**config.mk**
```make
export PLATFORM = sky130hd
export DESIGN_NAME = cpgr_front
export DESIGN_NICKNAME = d
export VERILOG_FILES = /design/src/rtl/core/cpgr_pkg.sv /design/src/rtl/core/cpgr_front.sv
export SDC_FILE = /design/constraint.sdc
export NUM_CORES = 1
export LEC_CHECK = 0
export BUFFER_PORTS_ARGS = -buffer_cell sky130_fd_sc_hd__buf_2
export CORE_UTILIZATION = 47
export CTS_CLUSTER_SIZE = 14
export DETAILED_ROUTE_END_ITERATION = 10
export GPL_ROUTABILITY_DRIVEN = 1
export PLACE_DENSITY = 0.75
export SLEW_MARGIN = 30
export SYNTH_ARGS = -nofsm -noshare
export SYNTH_HDL_FRONTEND = slang
export SYNTH_SLANG_ARGS = --single-unit
```
**constraint.sdc**
```tcl
create_clock -name clk_i -period 3 [get_ports clk_i]
set_input_delay 0.15 -clock clk_i [delete_from_list [all_inputs] [get_ports clk_i]]
set_output_delay 0.15 -clock clk_i [all_outputs]
set_load 0.01 [all_outputs]
```
**src/rtl/core/cpgr_pkg.sv**
```systemverilog
package cpgr_pkg;

  typedef enum logic [1:0] {
    FUNC_SAMPLE    = 2'd0,
    FUNC_DIRECTION = 2'd1,
    FUNC_DISTANCE  = 2'd2,
    FUNC_NONE      = 2'd3
  } func_e;

  typedef struct packed {
    func_e              func;
    logic signed [23:0] sample;
    logic [16:0]        setting;
  } item_t;

  typedef struct packed {
    logic  valid;
    item_t item;
  } qhead_t;

  typedef enum logic [3:0] {
    ST_IDLE,
    ST_SMP_GAIN,
    ST_SMP_MUL,
    ST_SMP_EMIT,
    ST_POS,
    ST_FOLD,
    ST_DIST,
    ST_RAD,
    ST_SQRT,
    ST_SCALE,
    ST_DIFF,
    ST_DIV
  } state_e;

  typedef enum logic {
    REG_NUM_OUTPUTS  = 1'b0,
    REG_RAMP_SAMPLES = 1'b1
  } reg_e;

  localparam int unsigned        MaxOutputs  = 8;
  localparam logic [16:0]        SetOne      = 17'd65536;
  localparam logic signed [31:0] GainOne     = 32'sd1073741824;
  localparam logic [3:0]         NumOutReset = 4'd8;
  localparam logic [15:0]        RampReset   = 16'd2400;

endpackage

```
**src/rtl/core/cpgr_front.sv**
```systemverilog
module cpgr_front (
  input  logic                clk_i,
  input  logic                rst_ni,
  input  logic                s_valid_i,
  output logic                s_ready_o,
  input  cpgr_pkg::item_t     s_item_i,
  output cpgr_pkg::qhead_t    head_o,
  input  logic                pop_i
);

  cpgr_pkg::item_t mem_q [2];
  logic       wr_ptr_q, wr_ptr_d;
  logic       rd_ptr_q, rd_ptr_d;
  logic [1:0] cnt_q, cnt_d;
  logic       push;
  logic       pop;

  // Items of unknown kind are taken and dropped here.
  assign s_ready_o = (cnt_q != 2'd2);
  assign push = s_valid_i && s_ready_o && (s_item_i.func != cpgr_pkg::FUNC_NONE);
  assign pop  = pop_i && (cnt_q != 2'd0);

  assign head_o.valid = (cnt_q != 2'd0);
  assign head_o.item  = mem_q[rd_ptr_q];

  always_comb begin
    wr_ptr_d = push ? ~wr_ptr_q : wr_ptr_q;
    rd_ptr_d = pop ? ~rd_ptr_q : rd_ptr_q;
    cnt_d    = 2'(cnt_q + {1'b0, push} - {1'b0, pop});
  end

  always_ff @(posedge clk_i or negedge rst_ni) begin
    if (!rst_ni) begin
      wr_ptr_q <= 1'b0;
      rd_ptr_q <= 1'b0;
      cnt_q    <= 2'd0;
    end else begin
      wr_ptr_q <= wr_ptr_d;
      rd_ptr_q <= rd_ptr_d;
      cnt_q    <= cnt_d;
    end
  end

  always_ff @(posedge clk_i) begin
    if (push) begin
      mem_q[wr_ptr_q] <= s_item_i;
    end
  end

endmodule

```
==> reports/qor.csv, run 1 <==
stage,metric,value,unit
power,p_leak,1.894,nW
timing,fin_skew,0.005345,ns
placement,placedCellCount,338,
clocking,clock_latency,0.34,ns
finish,fin_area,4700,sq um
synthesis,synth-seq-cells,90,
synthesis,ys_seq_area_share,77.21,%
die,die_area,7740,sq um
synthesis,syn_inst,153,
synthesis,synth_ff_type,edfxtp_1,
worst_hold_path,holdPathEnd,mem_q[1][42],
die,coreArea,6982,sq um
timing,timing.final.crit_share,62.22,%
worst_setup_path,crit_path_end_kind,output port,
synthesis,synth_cell_types,15,
timing,drv_slew,0,
timing,worst_pin_slew,0.5944,ns
clocking,clk_pin_slew,0.08,ns
timing,hold_violations,0,
die,fp.dieW,87.98,um
worst_setup_path,cp_max_fo,35,
power,irDropWorstVdd,0.0005619,V
clocking,clockRootBuffer,clkbuf_8,
clocking,cts.path.max_buffers,2,
worst_setup_path,rr_startpoint,cnt_q[1],
synthesis,synth_most_common_cell,edfxtp_1,
finish,syn2layout_area_growth,35.25,%
synthesis,synthTopCellsByCount,"edfxtp_1, mux2_4, buf_6",
worst_setup_path,crit_path_start_kind,flop,
power,p_per_area,852.3,nW/um^2
synthesis,yosys.area.top_type,edfxtp_1,
finish,antenna_cells,0,
grt,grt.total_usage,17.11,%
synthesis,synth.area.top_cells,"edfxtp_1, mux2_4, dfrtp_1",
detailed_routing,vias,1889,
die,rows,30,
detailed_routing,avgViaCountPerCell,4.770,
grt,grt_overflow,0,
detailed_routing,first_iter_violations,75,
die,ios,92,
finish,fillers,504,
timing,relSlewSlack,60.37,%
flow_run,cap_violations,0,
placement,dpl.hpwl,3542,um
placement,gp_congestion,0.6784,
synthesis,synth-warning-count,0,
finish,num-nets-final,344,
timing,rsz0062_at_grt,no,
worst_hold_path,hold_depth,1,
die,die_height,87.98,um
synthesis,syn_nets,202,
timing,setup_viol_count_final,0,
outcome,status,completed,
timing,max_freq,535.7,MHz
detailed_routing,finalWirelength,6112,um
finish,fin_cells,396,
worst_hold_path,min_path_type,in -> reg,
grt,grt_pass1_wl,9397,um
clocking,numCtsBuffers,9,
worst_setup_path,required,2.85,ns
clocking,cts_tree,yes,
die,initial_core_util,49.77,%
synthesis,synth_edf_count,86,
worst_setup_path,critical_path_class,reg -> out,
timing,layout_min_cycle_time,1.867,ns
clocking,clock_sinks,90,
clocking,postCtsSetupBuffers,0,
finish,drive_gt1_share,51.67,%
placement,postPlaceCellArea,4045,sq um
worst_setup_path,r2r_cells,4,
detailed_routing,drtAntennaViolNets,0,
clocking,htree_levels,3,
detailed_routing,wl_per_cell,15.43,um
detailed_routing,post-route-drc-count,0,
grt,grt_max_degree,44,
detailed_routing,firstDrtPassIters,4,
worst_setup_path,worstPathArrival,1.72,ns
worst_setup_path,reg2reg_to,mem_q[1][1],
grt,antenna_found_initial,0,
finish,seqCellArea,2684,sq um
worst_setup_path,reg2reg_slack,1.19,ns
clocking,cts_resized,0,
worst_hold_path,hold_path.startpoint,s_item_i[42],
synthesis,synthArstFlopShare,4.444,%
synthesis,synth_area,3475,sq um
synthesis,synth.avg_cell_area,22.71,sq um
finish,multi_input_area,743.2,sq um
synthesis,synth_top_cell_area_share,74.32,%
grt,grt_pass1_vias,2024,
timing,fin_tns_setup,0,ns
placement,portBuffers,91,
-- routing by layer --
layer  vias up  global-route usage [%]  routed length, um
met3         8                   4.995                314
met5         -                       0                  0
met4         0                   7.601                 73
met1       940                   19.44               2558
li1        876                       -                  -
met2        65                   29.95               3165
-- cell type report --
type | count | area share [%]
clock buffer | 11 | 2.796
tap | 96 | 2.556
sequential | 90 | 57.11
inverter | 2 | 0.1597
clock inverter | 5 | 2.183
timing repair buffer | 136 | 19.38
multi-input combinational | 56 | 15.81
-- power breakdown --
part / internal, mW / total, mW / switching, mW
Combinational: 0.696 / 1.30 / 0.608
Clock: 0.553 / 0.946 / 0.393
Sequential: 1.65 / 1.76 / 0.103
-- sequential cells by signal, indices dropped and copies added (netlist names) --
| register | count |
|---|---|
| mem_q | 86 |
| cnt_q | 2 |
| rd_ptr_q | 1 |
| wr_ptr_q | 1 |
-- repair_timing --
item | 4_1_cts | 5_1_grt
setup endpoints to repair | 0 | 0
endpoints found under the hold margin | 86 | 0
hold buffers | 42 | 0
-- worst max-delay path: stages (launching register included) --
cell,delay [ns]
dfrtp_2,0.56
buf_12,0.31
mux2_2,0.36
buf_2,0.14
-- cell families after synthesis --
kind of cell | synth area share (%)
mux | 18.15
simple gates | 1.080
buf+inv | 1.836
xor+xnor | 1.008
flops | 77.21
fa+ha+maj | 0.7201
-- cells in the final DEF, fill, tap and decap left out --
cell,netlist,layout
clkbuf_1,0,2
nor2_4,0,2
xor2_1,1,1
clkinv_2,0,1
or2_1,1,1
dlygate4sd3_1,0,42
clkbuf_8,0,9
buf_12,0,1
edfxtp_1,86,86
nand2b_1,1,1
dfrtp_1,4,3
xnor2_1,3,3
and2_4,1,1
clkinvlp_4,0,1
buf_4,0,2
dfrtp_2,0,1
inv_1,2,2
mux2_4,39,39
mux2_2,4,4
bufinv_16,0,3
nand3_1,1,1
buf_2,0,91
nand2_1,1,1
ha_1,2,2
-- worst max-delay path by stage --
stage	cells after the start	start	to
2_1_floorplan	3	cnt_q[1]	mem_q[0][0]
3_3_place_gp	4	cnt_q[1]	mem_q[1][9]
3_5_place_dp	4	cnt_q[1]	mem_q[1][9]
4_1_cts	3	rd_ptr_q	head_o[42]
5_1_grt	3	rd_ptr_q	head_o[42]
6_report	3	rd_ptr_q	head_o[42]
-- stage by stage --
step                      hold WS, ns  setup WS (ns)  power (mW)  util, %
after detailed placement     -0.03764          1.202       3.053    57.94
after CTS                   0.0003998          1.073       4.043    67.31
after global routing         0.001939          1.035       4.204    67.31
after global placement       -0.03857          1.271       3.036    57.94
after floorplan               -0.1456        0.03373       2.680        -
final                         0.02150          1.133       4.005    67.31
Note: power is estimated with default switching activity, not from simulation.
==> inputs of run 2 (changes only) <==
- clock period: 3 -> 1.7 ns (I/O delays scaled with it)
==> reports/qor.csv, run 2 (same netlist as run 1, synthesis figures left out) <==
stage,metric,value,unit,change
die,initial_core_util,49.77,%,unchanged
detailed_routing,vias,1857,,-1.7%
worst_setup_path,cp.depth,7,,+4
clocking,numCtsBuffers,9,,unchanged
worst_setup_path,critical_path_class,reg -> reg,,
timing,fin_skew,0.01023,ns,+0.004883 ns
worst_setup_path,worstSetupStartpoint,cnt_q[0],,
timing,worst_pin_slew,0.2450,ns,-0.3495 ns
finish,num-nets-final,351,,+2.0%
power,irDropWorstVdd,0.0008283,V,+47%
worst_setup_path,cp_max_fo,2,,-94%
die,die_area,7740,sq um,unchanged
clocking,htree_levels,3,,unchanged
detailed_routing,first_iter_violations,54,,-28%
timing,drv_slew,0,,unchanged
worst_setup_path,crit_family,adder cells,,
detailed_routing,post-route-drc-count,0,,unchanged
clocking,clock_sinks,90,,unchanged
timing,setup_viol_count_final,0,,unchanged
worst_setup_path,worstSetupEndpoint,cnt_q[1],,
worst_setup_path,crit_chain,or2_1 -> and2_4 -> ha_1 -> inv_1 -> ha_2 -> xnor2_2 -> xnor2_1,,
grt,grt_overflow,0,,unchanged
grt,antenna_found_initial,0,,unchanged
clocking,clk_pin_slew,0.08,ns,about the same
finish,final_cell_mix,"buf_2, edfxtp_1, dlygate4sd3_1",,
timing,max_freq,618.3,MHz,
timing,hold_violations,0,,unchanged
worst_setup_path,path_buf_inv,1,,-1
timing,rsz0062_at_grt,no,,
clocking,clockRootBuffer,clkbuf_8,,
detailed_routing,drtAntennaViolNets,0,,unchanged
detailed_routing,firstDrtPassIters,4,,unchanged
placement,dpl.hpwl,3581,um,+1.1%
placement,pre_cts_ws,0.01623,ns,-1.186 ns
flow_run,cap_violations,0,,unchanged
finish,top_regs,"mem_q (86), cnt_q (2)",,
power,p_leak,1.926,nW,+1.7%
placement,placedCellCount,342,,+1.2%
detailed_routing,avgViaCountPerCell,4.608,,-3.4%
finish,largest_reg_flops,86,,unchanged
grt,grt.total_usage,15.47,%,-1.6 points
worst_setup_path,cpMaxStageDelayCell,dfrtp_1,,
power,p_per_area,1446,nW/um^2,+70%
die,ios,92,,unchanged
die,die_height,87.98,um,unchanged
timing,relSlewSlack,83.67,%,+23 points
worst_hold_path,min_path_type,in -> reg,,
timing,fin_tns_setup,0,ns,unchanged
worst_setup_path,rr_startpoint,cnt_q[0],,
worst_setup_path,worstPathArrival,1.84,ns,+0.12 ns
worst_setup_path,r2r_cells,7,,+3
worst_setup_path,crit_path_end_kind,flop,,
outcome,status,completed,,
clocking,clock_latency,0.34,ns,about the same
finish,antenna_cells,0,,unchanged
placement,gp_congestion,0.6546,,-3.5%
worst_setup_path,reg2reg_to,cnt_q[1],,
die,coreArea,6982,sq um,unchanged
grt,grt_max_degree,27,,-39%
placement,portBuffers,91,,unchanged
grt,grt_pass1_wl,8625,um,-8.2%
clocking,cts_tree,yes,,
worst_setup_path,reg2reg_slack,0.08,ns,-1.11 ns
finish,syn2layout_area_growth,37.59,%,
timing,layout_min_cycle_time,1.617,ns,
finish,regMostFlops,mem_q,,
worst_setup_path,max_stage_delay,0.38,ns,-0.18 ns
grt,grt_pass1_vias,1929,,-4.7%
finish,final_common_cell,buf_2,,
detailed_routing,finalWirelength,5621,um,-8.0%
timing,timing.final.crit_share,95.13,%,
clocking,cts.path.max_buffers,2,,unchanged
finish,fin_cells,403,,+1.8%
worst_setup_path,required,1.93,ns,-0.92 ns
worst_setup_path,crit_path_start_kind,flop,,
die,rows,30,,unchanged
timing,setup_slack,0.08271,ns,-1.051 ns
finish,drive_gt1_share,53.09,%,+1.4 points
die,fp.dieW,87.98,um,unchanged
detailed_routing,wl_per_cell,13.95,um,-9.6%
## run 2: area by class of cell
class	instances	area [sq um]
well taps	96	120.1
clock buffers	11	131.4
repair buffers	143	1010
clock inverters	5	55.05
flip-flops and latches	90	2684
inverters	2	7.507
fillers	497	2201
multi-input cells	56	773.2
## run 2: through the flow
step / utilization, % / cell area [sq um] / total power, mW / hold slack, ns
2_1_floorplan: - / 3510 / 4.767 / -0.2106
3_3_place_gp: 59.19 / 4133 / 5.479 / -0.09773
3_5_place_dp: 59.19 / 4133 / 5.537 / -0.09601
4_1_cts: 68.28 / 4767 / 6.980 / 0.04752
5_1_grt: 68.48 / 4781 / 7.284 / 0.05416
6_report: 68.48 / 4781 / 6.912 / 0.06388
## run 2: worst min path at each step
stage                      start  depth (start not counted)  endpoint  slack, ns
after floorplan           rst_ni                          0  cnt_q[0]      -0.21
after global placement    rst_ni                          1  cnt_q[0]       -0.1
after detailed placement  rst_ni                          1  wr_ptr_q       -0.1
after CTS                  pop_i                          3  rd_ptr_q       0.05
after global routing       pop_i                          3  rd_ptr_q       0.05
final                      pop_i                          3  rd_ptr_q       0.06
## run 2: tightest hold or removal path, stage by stage
cell and delay, ns:
buf_2 0.08, and2_4 0.14, xor2_1 0.06
## run 2: per-layer routing
layer / wire [um] / global-route usage, % / part of all wire (%)
met1: 2275 / 16.20 / 40
met2: 2937 / 28.96 / 52
met3: 350 / 5.561 / 6.2
met4: 57 / 4.471 / 1.0
met5: 0 / 0 / 0
## run 2: where the power goes
group	leakage (nW)	internal, mW	switching [mW]	total [mW]
combinational	0.997	1.38	1.15	2.53
sequential	0.838	2.91	0.120	3.03
clock	0.0909	0.676	0.674	1.35
total	1.93	4.97	1.94	6.91
## run 2: what timing repair did
item                                   in CTS  in global routing
buffers inserted                            1                  0
setup endpoints to repair                   1                  8
hold buffers                               44                  0
gates cloned                                0                  0
pin swaps                                   4                  2
gates resized for setup                     0                  3
endpoints found under the hold margin      90                  0
==> inputs of run 3 (changes only) <==
- CORE_UTILIZATION: 47 -> 45
- PLACE_DENSITY: 0.75 -> 0.73
==> reports/qor.csv, run 3 (same netlist as run 1, synthesis figures left out) <==
stage,metric,value,unit,change
finish,num-nets-final,350,,-0.28%
worst_setup_path,crit_path_end_kind,flop,,
placement,portBuffers,91,,unchanged
finish,regMostFlops,mem_q,,
worst_setup_path,required,1.92,ns,about the same
detailed_routing,firstDrtPassIters,4,,unchanged
worst_setup_path,worstSetupStartpoint,cnt_q[1],,
timing,drv_slew,0,,unchanged
timing,hold_violations,0,,unchanged
detailed_routing,vias,1858,,+0.054%
detailed_routing,drtAntennaViolNets,0,,unchanged
detailed_routing,finalWirelength,5957,um,+6.0%
die,initial_core_util,47.15,%,-2.6 points
grt,grt_pass1_wl,9646,um,+12%
finish,drive_gt1_share,53.11,%,about the same
timing,relSlewSlack,82.63,%,-1.0 points
power,combPwrFrac,38.1,%,+1.5 points
power,p_per_area,1427,nW/um^2,-1.3%
clocking,clock_latency,0.34,ns,about the same
power,seq_power_share,44.7,%,+0.9 points
timing,setup_viol_count_final,0,,unchanged
detailed_routing,post-route-drc-count,0,,unchanged
placement,gp_congestion,0.6278,,-4.1%
clocking,numCtsBuffers,9,,unchanged
placement,placedCellCount,344,,+0.58%
timing,worst_pin_slew,0.2605,ns,+0.01553 ns
grt,grt.total_usage,15.71,%,+0.23 points
worst_setup_path,crit_path_start_kind,flop,,
die,die_area,8077,sq um,+4.3%
finish,top_regs,"mem_q (86), cnt_q (2)",,
flow_run,cap_violations,0,,unchanged
worst_setup_path,cp_max_fo,2,,unchanged
timing,hold_ws,0.07183,ns,+0.007946 ns
detailed_routing,first_iter_violations,75,,+39%
power,p_leak,1.900,nW,-1.3%
power,power_switching,1.973,mW,+1.5%
clocking,clock_sinks,90,,unchanged
detailed_routing,wl_per_cell,14.75,um,+5.7%
clocking,clk_pin_slew,0.08,ns,about the same
grt,antenna_found_initial,0,,unchanged
worst_setup_path,critical_path_class,reg -> reg,,
die,fp.dieW,89.87,um,+2.1%
finish,antenna_cells,0,,unchanged
clocking,clockRootBuffer,clkbuf_8,,
clocking,htree_levels,3,,unchanged
finish,final_common_cell,buf_2,,
timing,timing.final.crit_share,94.91,%,-0.22 points
worst_hold_path,min_path_type,in -> async,,
finish,final_cell_mix,"buf_2, edfxtp_1, dlygate4sd3_1",,
die,ios,92,,unchanged
timing,layout_min_cycle_time,1.613,ns,-0.003807 ns
worst_setup_path,worstPathArrival,1.84,ns,about the same
timing,max_freq,619.8,MHz,+0.24%
finish,fin_cells,404,,+0.25%
power,cell_internal_pwr,4.803,mW,-3.3%
finish,largest_reg_flops,86,,unchanged
timing,fin_skew,0.007755,ns,-0.002473 ns
clocking,cts_tree,yes,,
worst_setup_path,rr_startpoint,cnt_q[1],,
timing,rsz0062_at_grt,no,,
die,die_height,89.87,um,+2.1%
grt,grt_pass1_vias,2053,,+6.4%
power,irDropWorstVdd,0.001230,V,+48%
grt,grt_overflow,0,,unchanged
finish,syn2layout_area_growth,36.66,%,
outcome,status,completed,,
power,power.share.switching,29.12,%,+0.99 points
die,rows,31,,+3.3%
die,coreArea,7370,sq um,+5.6%
power,p_clk_share,17.2,%,-2.3 points
detailed_routing,avgViaCountPerCell,4.599,,-0.19%
grt,grt_max_degree,44,,+63%
clocking,cts.path.max_buffers,2,,unchanged
-- run 3: routing by layer --
metal / GRT usage (%) / share of wire [%]
met2: 28.65 / 53
met5: 0 / 0
met1: 17.78 / 41
met3: 3.976 / 5.2
met4: 5.645 / 0.99
-- run 3: timing repair --
item	CTS	global route
endpoints found under the setup margin	1	1
hold buffers	44	0
endpoints found under the hold margin	90	0
pin swaps	4	3
buffers inserted	1	0
resized for setup	0	5
-- run 3: area by class of cell --
type | instances | area, sq um
clock inverters | 4 | 20.02
flip-flops and latches | 90 | 2684
fillers | 534 | 2621
repair buffers | 142 | 985.9
clock buffers | 11 | 131.4
multi-input cells | 56 | 795.8
well taps | 99 | 123.9
inverters | 2 | 7.507
-- run 3: power by group through the flow --
stage               logic [mW]  registers, mW  clock network, mW
floorplan                 1.71           3.06                  0
global placement          2.40           3.06                  0
detailed placement        2.43           3.09                  0
CTS                       2.54           3.03               1.21
global route              2.77           3.07               1.27
finish                    2.58           3.03               1.16
-- run 3: stage by stage --
stage | setup WS [ns] | utilization [%] | area, sq um | setup TNS (ns) | total power [mW]
after floorplan | -0.001920 | - | 3510 | -0.08255 | 4.767
after global placement | 0.1052 | 55.86 | 4116 | 0 | 5.461
after detailed placement | 0.02088 | 55.86 | 4116 | 0 | 5.515
after CTS | 0.007478 | 63.99 | 4716 | 0 | 6.785
after global routing | 0.006478 | 64.43 | 4748 | 0 | 7.110
final | 0.08652 | 64.43 | 4748 | 0 | 6.776
-- run 3: worst paths after layout --
kind                            end  slack, ns  depth (start not counted)
min in group clk_i         rd_ptr_q       0.08                          3
max in group asynchronous  rd_ptr_q       1.50                          2
min                        cnt_q[1]       0.07                          2
max                        cnt_q[1]       0.09                          7
max reg2reg                cnt_q[1]       0.09                          7
min reg2reg                wr_ptr_q       0.58                          1
-- run 3: critical path, cell delays in order, from the launching register on --
cell and delay, ns:
dfrtp_1 0.38, or2_1 0.25, and2_4 0.16, ha_4 0.26, inv_2 0.04, ha_4 0.15
xnor2_2 0.13, xnor2_1 0.13
